## src/rtl/sss_pkg.sv

```systemverilog
package sss_pkg;

  // Default depths for the interning cache and the scope stack
  localparam int CACHE_SLOTS_DEF = 32;
  localparam int STACK_DEPTH_DEF = 64;

  // Fixed result field widths
  localparam int SLOT_W = 5;
  localparam int MARK_W = 7;

  typedef enum logic [2:0] {
    OP_PUSH,
    OP_FIND,
    OP_SAVE,
    OP_RESTORE,
    OP_HIDE,
    OP_UNHIDE,
    OP_REWIND,
    OP_COUNT
  } op_e;

  typedef struct packed {
    op_e                opcode;
    logic [7:0]         name_char;
    logic [15:0]        position;
    logic [MARK_W-1:0]  saved_mark;
  } in_item_t;

  typedef struct packed {
    logic               found;
    logic [SLOT_W-1:0]  slot;
    logic [15:0]        slot_position;
    logic [MARK_W-1:0]  mark;
    logic               overflow;
  } out_item_t;

  // One interning cache entry
  typedef struct packed {
    logic [7:0]  letter;
    logic [15:0] pos;
  } slot_rec_t;

endpackage

```

## src/rtl/scoped_symbol_stack_top.sv

```systemverilog
// Channel | Signals                            | Direction
// --------+------------------------------------+----------
// input   | in_valid_i, in_ready_o, in_item_i  | in
// result  | out_valid_o, out_ready_i, out_item_o | out
//
// One item at a time: a new input is taken only once the last result is in the output register.
// push scans the cache (one cache read per cycle), except on a full stack;
// find scans the window from its start (scope read then cache read,
// one entry per cycle); every other opcode goes straight to the result.
// Reset clears the control registers only; cache and stack memories hold garbage until written.
// A stalled result sits in the output register; the next item is taken meanwhile.
module scoped_symbol_stack_top #(
  parameter int CACHE_SLOTS = sss_pkg::CACHE_SLOTS_DEF,
  parameter int STACK_DEPTH = sss_pkg::STACK_DEPTH_DEF
) (
  input  logic              clk_i,
  input  logic              rst_ni,
  input  logic              in_valid_i,
  output logic              in_ready_o,
  input  sss_pkg::in_item_t in_item_i,
  output logic              out_valid_o,
  input  logic              out_ready_i,
  output sss_pkg::out_item_t out_item_o
);
  import sss_pkg::*;

  localparam int SW = $clog2(CACHE_SLOTS);
  localparam int AW = $clog2(STACK_DEPTH);
  localparam int UW = $clog2(CACHE_SLOTS + 1);
  localparam int TW = $clog2(STACK_DEPTH + 1);
  localparam int IW = (TW > UW) ? TW : UW;

  typedef enum logic [1:0] {
    ST_IDLE,
    ST_SCAN,
    ST_DONE
  } state_e;

  state_e           state_q, state_d;
  op_e              op_q, op_d;
  logic [7:0]       key_q, key_d;
  logic [15:0]      pos_q, pos_d;
  logic [IW-1:0]    idx_q, idx_d;
  logic [IW-1:0]    lim_q, lim_d;
  logic             vld1_q, vld1_d;
  logic             vld2_q, vld2_d;
  logic [SW-1:0]    s2_q, s2_d;
  logic [UW-1:0]    used_q, used_d;
  logic [TW-1:0]    top_q, top_d;
  logic [TW-1:0]    ws_q, ws_d;
  out_item_t        res_q, res_d;
  out_item_t        out_q, out_d;
  logic             out_vld_q, out_vld_d;

  // Cache memory: letter and creation position
  slot_rec_t        slot_mem [CACHE_SLOTS];
  slot_rec_t        slot_rd_q;
  logic [SW-1:0]    slot_raddr;
  logic             slot_we;
  logic [SW-1:0]    slot_waddr;
  slot_rec_t        slot_wdata;

  // Scope stack memory: slot indices
  logic [SW-1:0]    scope_mem [STACK_DEPTH];
  logic [SW-1:0]    scope_rd_q;
  logic [AW-1:0]    scope_raddr;
  logic             scope_we;
  logic [AW-1:0]    scope_waddr;
  logic [SW-1:0]    scope_wdata;

  logic             issue;
  logic             match;
  logic             scan_miss;
  logic [TW-1:0]    clamp_mark;

  always_ff @(posedge clk_i) begin
    if (slot_we) begin
      slot_mem[slot_waddr] <= slot_wdata;
    end
    slot_rd_q <= slot_mem[slot_raddr];
  end

  always_ff @(posedge clk_i) begin
    if (scope_we) begin
      scope_mem[scope_waddr] <= scope_wdata;
    end
    scope_rd_q <= scope_mem[scope_raddr];
  end

  // Find walks the stack, then looks the slot up; push walks the cache directly
  assign scope_raddr = idx_q[AW-1:0];
  assign slot_raddr  = (op_q == OP_FIND) ? scope_rd_q : idx_q[SW-1:0];

  assign issue     = (state_q == ST_SCAN) && (idx_q < lim_q);
  assign match     = vld2_q && (slot_rd_q.letter == key_q);
  assign scan_miss = !match && !(idx_q < lim_q) && !vld1_q;

  assign clamp_mark = (32'(in_item_i.saved_mark) > 32'(STACK_DEPTH)) ?
                      TW'(STACK_DEPTH) : TW'(in_item_i.saved_mark);

  assign in_ready_o  = (state_q == ST_IDLE);
  assign out_valid_o = out_vld_q;
  assign out_item_o  = out_q;

  // Next-state logic
  always_comb begin
    state_d     = state_q;
    op_d        = op_q;
    key_d       = key_q;
    pos_d       = pos_q;
    idx_d       = idx_q;
    lim_d       = lim_q;
    vld1_d      = 1'b0;
    vld2_d      = 1'b0;
    s2_d        = s2_q;
    used_d      = used_q;
    top_d       = top_q;
    ws_d        = ws_q;
    res_d       = res_q;
    out_d       = out_q;
    out_vld_d   = out_vld_q && !out_ready_i;
    slot_we     = 1'b0;
    slot_waddr  = used_q[SW-1:0];
    slot_wdata  = '{letter: key_q, pos: pos_q};
    scope_we    = 1'b0;
    scope_waddr = top_q[AW-1:0];
    scope_wdata = s2_q;

    case (state_q)
      ST_IDLE: begin
        if (in_valid_i) begin
          op_d    = in_item_i.opcode;
          key_d   = in_item_i.name_char;
          pos_d   = in_item_i.position;
          res_d   = '0;
          state_d = ST_DONE;
          case (in_item_i.opcode)
            OP_PUSH: begin
              if (top_q >= TW'(STACK_DEPTH)) begin
                res_d.overflow = 1'b1;
              end else begin
                idx_d   = '0;
                lim_d   = IW'(used_q);
                state_d = ST_SCAN;
              end
            end
            OP_FIND: begin
              idx_d   = IW'(ws_q);
              lim_d   = IW'(top_q);
              state_d = ST_SCAN;
            end
            OP_SAVE: begin
              res_d.mark = MARK_W'(top_q);
            end
            OP_RESTORE: begin
              top_d = clamp_mark;
            end
            OP_HIDE: begin
              res_d.mark = MARK_W'(ws_q);
              ws_d       = top_q;
            end
            OP_UNHIDE: begin
              top_d = ws_q;
              ws_d  = clamp_mark;
            end
            OP_REWIND: begin
              top_d = '0;
              ws_d  = '0;
            end
            OP_COUNT: begin
              res_d.mark = (top_q > ws_q) ? MARK_W'(top_q - ws_q) : '0;
            end
            default: begin
              res_d = '0;
            end
          endcase
        end
      end

      ST_SCAN: begin
        // Read pipeline, oldest entry compared first
        if (issue) begin
          idx_d = idx_q + 1'b1;
        end
        if (op_q == OP_FIND) begin
          vld1_d = issue;
          vld2_d = vld1_q;
          s2_d   = scope_rd_q;
        end else begin
          vld2_d = issue;
          s2_d   = idx_q[SW-1:0];
        end

        if (match) begin
          res_d.found         = 1'b1;
          res_d.slot          = SLOT_W'(s2_q);
          res_d.slot_position = slot_rd_q.pos;
          if (op_q == OP_PUSH) begin
            scope_we    = 1'b1;
            scope_wdata = s2_q;
            top_d       = top_q + 1'b1;
          end
          vld1_d  = 1'b0;
          vld2_d  = 1'b0;
          state_d = ST_DONE;
        end else if (scan_miss) begin
          if (op_q == OP_PUSH) begin
            if (used_q >= UW'(CACHE_SLOTS)) begin
              res_d.overflow = 1'b1;
            end else begin
              // New letter: intern it and push its slot
              slot_we             = 1'b1;
              scope_we            = 1'b1;
              scope_wdata         = used_q[SW-1:0];
              used_d              = used_q + 1'b1;
              top_d               = top_q + 1'b1;
              res_d.found         = 1'b1;
              res_d.slot          = SLOT_W'(used_q);
              res_d.slot_position = pos_q;
            end
          end
          vld1_d  = 1'b0;
          vld2_d  = 1'b0;
          state_d = ST_DONE;
        end
      end

      ST_DONE: begin
        if (!out_vld_q || out_ready_i) begin
          out_d     = res_q;
          out_vld_d = 1'b1;
          state_d   = ST_IDLE;
        end
      end

      default: begin
        state_d = ST_IDLE;
      end
    endcase
  end

  // State and registered outputs
  always_ff @(posedge clk_i or negedge rst_ni) begin
    if (!rst_ni) begin
      state_q   <= ST_IDLE;
      op_q      <= OP_PUSH;
      key_q     <= '0;
      pos_q     <= '0;
      idx_q     <= '0;
      lim_q     <= '0;
      vld1_q    <= 1'b0;
      vld2_q    <= 1'b0;
      s2_q      <= '0;
      used_q    <= '0;
      top_q     <= '0;
      ws_q      <= '0;
      res_q     <= '0;
      out_q     <= '0;
      out_vld_q <= 1'b0;
    end else begin
      state_q   <= state_d;
      op_q      <= op_d;
      key_q     <= key_d;
      pos_q     <= pos_d;
      idx_q     <= idx_d;
      lim_q     <= lim_d;
      vld1_q    <= vld1_d;
      vld2_q    <= vld2_d;
      s2_q      <= s2_d;
      used_q    <= used_d;
      top_q     <= top_d;
      ws_q      <= ws_d;
      res_q     <= res_d;
      out_q     <= out_d;
      out_vld_q <= out_vld_d;
    end
  end

endmodule

```

## config.mk

```make
export PLATFORM = sky130hd
export DESIGN_NAME = scoped_symbol_stack_top
export DESIGN_NICKNAME = d
export VERILOG_FILES = /design/src/rtl/sss_pkg.sv /design/src/rtl/scoped_symbol_stack_top.sv
export SDC_FILE = /design/constraint.sdc
export NUM_CORES = 2
export LEC_CHECK = 0
export BUFFER_PORTS_ARGS = -buffer_cell sky130_fd_sc_hd__buf_2
export CORE_ASPECT_RATIO = 0.7
export CORE_MARGIN = 4
export CORE_UTILIZATION = 55
export DETAILED_ROUTE_END_ITERATION = 7
export HOLD_SLACK_MARGIN = 0.03
export PLACE_DENSITY = 0.67
export SLEW_MARGIN = 20
export SYNTH_ARGS = -nofsm -noshare
export SYNTH_HDL_FRONTEND = slang
export SYNTH_SLANG_ARGS = --single-unit
```

## constraint.sdc

```tcl
create_clock -name clk_i -period 8.05 [get_ports clk_i]
set_clock_uncertainty 0.2 [all_clocks]
set_input_delay 0 -clock clk_i [delete_from_list [all_inputs] [get_ports clk_i]]
set_output_delay 0 -clock clk_i [all_outputs]
set_load 0.05 [all_outputs]
```

==> impl_results.md <==
- Post-synth EDFFs: 1088
- Met3 GRT Util: 0.106
- Max-slew violations: 0
- Post-Synth XOR/XNOR Area: 0.00312
- Crit path from: idx_q[4]$_DFFE_PN0P_
- Detail Route Antenna Nets: 0
- Core Area: about 0.09 mm^2
- Worst-Skew Late Latency: a little over 700 ps
- Synth-to-layout area growth: 13.3%
- Crit path arrival time: between 4000 and 5000 ps
- Gr usage total: 0.297
- Post-synth top area cell: edfxtp_1
- Average cell area after synthesis: 15.1 um^2
- Most frequent cell after synthesis: edfxtp_1
- Via count of the first global-routing pass: between 20000 and 30000
- Final hold vios: 0
- Cells after Synth: 3344
- Top post-synthesis cells by area: edfxtp_1 65%, dfrtp_1 6.5%, mux2i_1 4.5%, mux4_2 4.4%, nand2_1 3.7%
- HPWL Detailed: roughly 84000 um
- Most used DFF post-synth: edfxtp_1
- Status: complete, no violations
- Worst reg2reg path startpoint: idx_q[4]$_DFFE_PN0P_
- Mux share of post-synthesis cell area: 0.105
- Setup TNS: 0 ps
- Final period utilization: 0.598
- Synth top area share: 0.647
- Syn Nets: 3404
- Achievable Freq: 0.208 GHz
- CP required: around 8200 ps
- Row count: between 90 and 100
- Die area: 0.0967 mm^2
- Largest fanout on the critical path: 22
- Synth unique cells: 76
- IO Port Bufs: 69
- Global-route wire length before repair: roughly 210000 um
- Met1 Track Usage GR: 0.451
- Sequential area share after synthesis: 0.724
- Drt drc: 0
- Clock Pin Slew Worst Setup and Hold Paths: roughly 60 ps
- Most frequent cells after synthesis: 1088 x edfxtp_1, 498 x nand2_1, 253 x nor2_1, 226 x mux2i_1, 165 x nand3_1
- Crit end category: flip-flop
- Mapped cell area: slightly above 0.05 mm^2
- Worst R2R Path Depth: 7
- H-tree Lvls: 3
- Synth Area in Compound Gates: 0.0497
- CTS tree: yes
- Leak pwr: just over 20 nW
- Tightest Pin Transition: 1210 ps
- Number of max-cap violations: 0
- Unrepaired setup endpoints after global routing: false
- Synth async-reset ratio: 0.105
- Critical R2R Capture: scope_mem[60][4]$_DFFE_PP_
- Worst Setup EP: scope_mem[60][4]$_DFFE_PP_
- Clk sinks: approximately 1200
- Setup slack at placement: 3430 ps
- Critical path type: reg2reg
- Initial core utilization: 0.558
- Final setup vio count: 0
- Warnings, synthesis: 0
- Crit start category: flip-flop
- GRT Max-Usage Layer: met1
- Tmin final: 4810 ps
- Antenna violations before repair: 6
- Final worst slack: 3240 ps
- DR vias/cell: 6.40
- Synth Area in Simple Gates: 0.0906
- Largest family of logic cells by synthesized area: multiplexers
- Slew HR: 0.195
- Root buf cell: clkbuf_16
- Placer congestion estimate: 0.878
- Wirelength per Cell: between 20 and 30 um
- Inserted Clock Buffers: ~110
- Flop2flop setup slack: about 3200 ps
- Largest net degree at the start of global routing: 192
- Layout cells sized above 1: 0.157
- Fin nets: 3600
- Via count of the routed design: 31100
- Synth Area in Adders: 0.00560
- Num ports: 70
- Hold Crit Class: in2reg
- Post-CTS Setup Inserts: 0
- Max VDD drop: ~0.42 mV
- Clock Path Buffers: 3
- DR iter-0 viols: 5072
- Total global routing overflow: 0
- GR Layer Usage met2: 0.415
- Die Height: 261 um
- 1st-pass router iterations: 7
- PwrDens: 356 mW/mm^2
- Flops & latches, synth: 1248
- Routed Wire Length: between 100000 and 150000 um
- Die Width: ~370 um
[layer usage]
layer  routed length [um]  share of wire  up-vias
met5                   24        0.00017        -
met4                 3040          0.021        4
met3                21500           0.15      234
met2                60300           0.42     2141
met1                58400           0.41    15700
li1                     -              -    13100
[flip-flops by register name, indices dropped and copies added (netlist names), 2 cells and up]
name / count
top_q: 7
scope_rd_q: 5
res_q: 30
lim_q: 7
state_q: 2
op_q: 3
scope_mem: 320
slot_rd_q: 24
slot_mem: 768
s2_q: 5
idx_q: 7
pos_q: 16
ws_q: 7
used_q: 6
out_item_o: 30
key_q: 8
[metrics by stage]
step | instances | utilization | power, mW | instance area (um^2) | hold slack (ps)
after floorplan | 3344 | - | 12.6 | 50500 | -496
after global placement | 4529 | 0.578 | 14.8 | 52300 | -195
after detailed placement | 4532 | 0.579 | 14.9 | 52400 | -190
after CTS | 4860 | 0.632 | 20.2 | 57100 | 33.1
after global routing | 4861 | 0.632 | 21.1 | 57200 | 55.1
final | 4862 | 0.632 | 20.3 | 57200 | 84.3
[worst min-delay path by stage]
stage	start	to	slack, ps	depth (start not counted)
2_1_floorplan	rst_ni	idx_q[0]$_DFFE_PN0P_	-500	0
3_3_place_gp	rst_ni	res_q[7]$_DFFE_PN0P_	-190	1
3_5_place_dp	rst_ni	res_q[5]$_DFFE_PN0P_	-190	1
4_1_cts	in_item_i[33]	op_q[2]$_DFFE_PN0P_	30	4
5_1_grt	in_item_i[32]	op_q[1]$_DFFE_PN0P_	60	4
6_report	in_item_i[31]	op_q[0]$_DFFE_PN0P_	80	4
[layout by cell type (no fill, tap or decap), types with 44 or more instances in the layout]
cell / Yosys / layout
mux4_2: 99 / 99
edfxtp_1: 1088 / 1088
nand2_1: 498 / 498
nor2_1: 253 / 215
nand3_1: 165 / 165
o21ai_0: 73 / 73
dfrtp_1: 131 / 123
mux2i_1: 226 / 225
a21oi_1: 64 / 62
clkbuf_16: 0 / 115
dlygate4sd3_1: 0 / 113
mux2_2: 68 / 65
buf_4: 19 / 83
buf_2: 55 / 68
inv_1: 44 / 44
[power by group]
part | total, mW | switching (mW) | internal [mW] | leakage [nW]
Sequential | 8.69 | 0.589 | 8.11 | 11.8
Clock | 5.27 | 2.37 | 2.91 | 1.79
Combinational | 6.38 | 4.26 | 2.12 | 6.78
Total | 20.3 | 7.22 | 13.1 | 20.4
[timing repair]
| action | 4_1_cts | 5_1_grt |
|---|---|---|
| hold buffers | 114 | 0 |
| gates resized for setup | 0 | 0 |
| setup endpoints to repair | 0 | 0 |
| hold endpoints to repair | 228 | 0 |
[worst max-delay path, stage by stage (launching register included)]
cell and delay (ps):
dfrtp_1 920, ha_1 280, a21o_1 140, a221o_1 170, a31oi_2 90, o2bb2ai_1 810, nand3_1 1040, nor2_1 760
[cells by family after synthesis]
| kind of cell | Yosys count |
|---|---|
| adder cells (fa/ha/maj) | 22 |
| AO/OA/AOI/OAI | 367 |
| flip-flops | 1248 |
| multiplexers | 396 |
| AND/OR/NAND/NOR | 1057 |
| XOR/XNOR | 18 |
| buffers and inverters | 236 |
[final cells by class]
type	instances	area, um^2
well taps	1222	1530
diodes	1	2.50
multi-input cells	1860	13100
repair buffers	273	2260
clock inverters	64	508
fillers	6483	33300
inverters	44	165
clock buffers	150	3100
flip-flops and latches	1248	36500
Note: power is estimated with default switching activity, not from simulation.
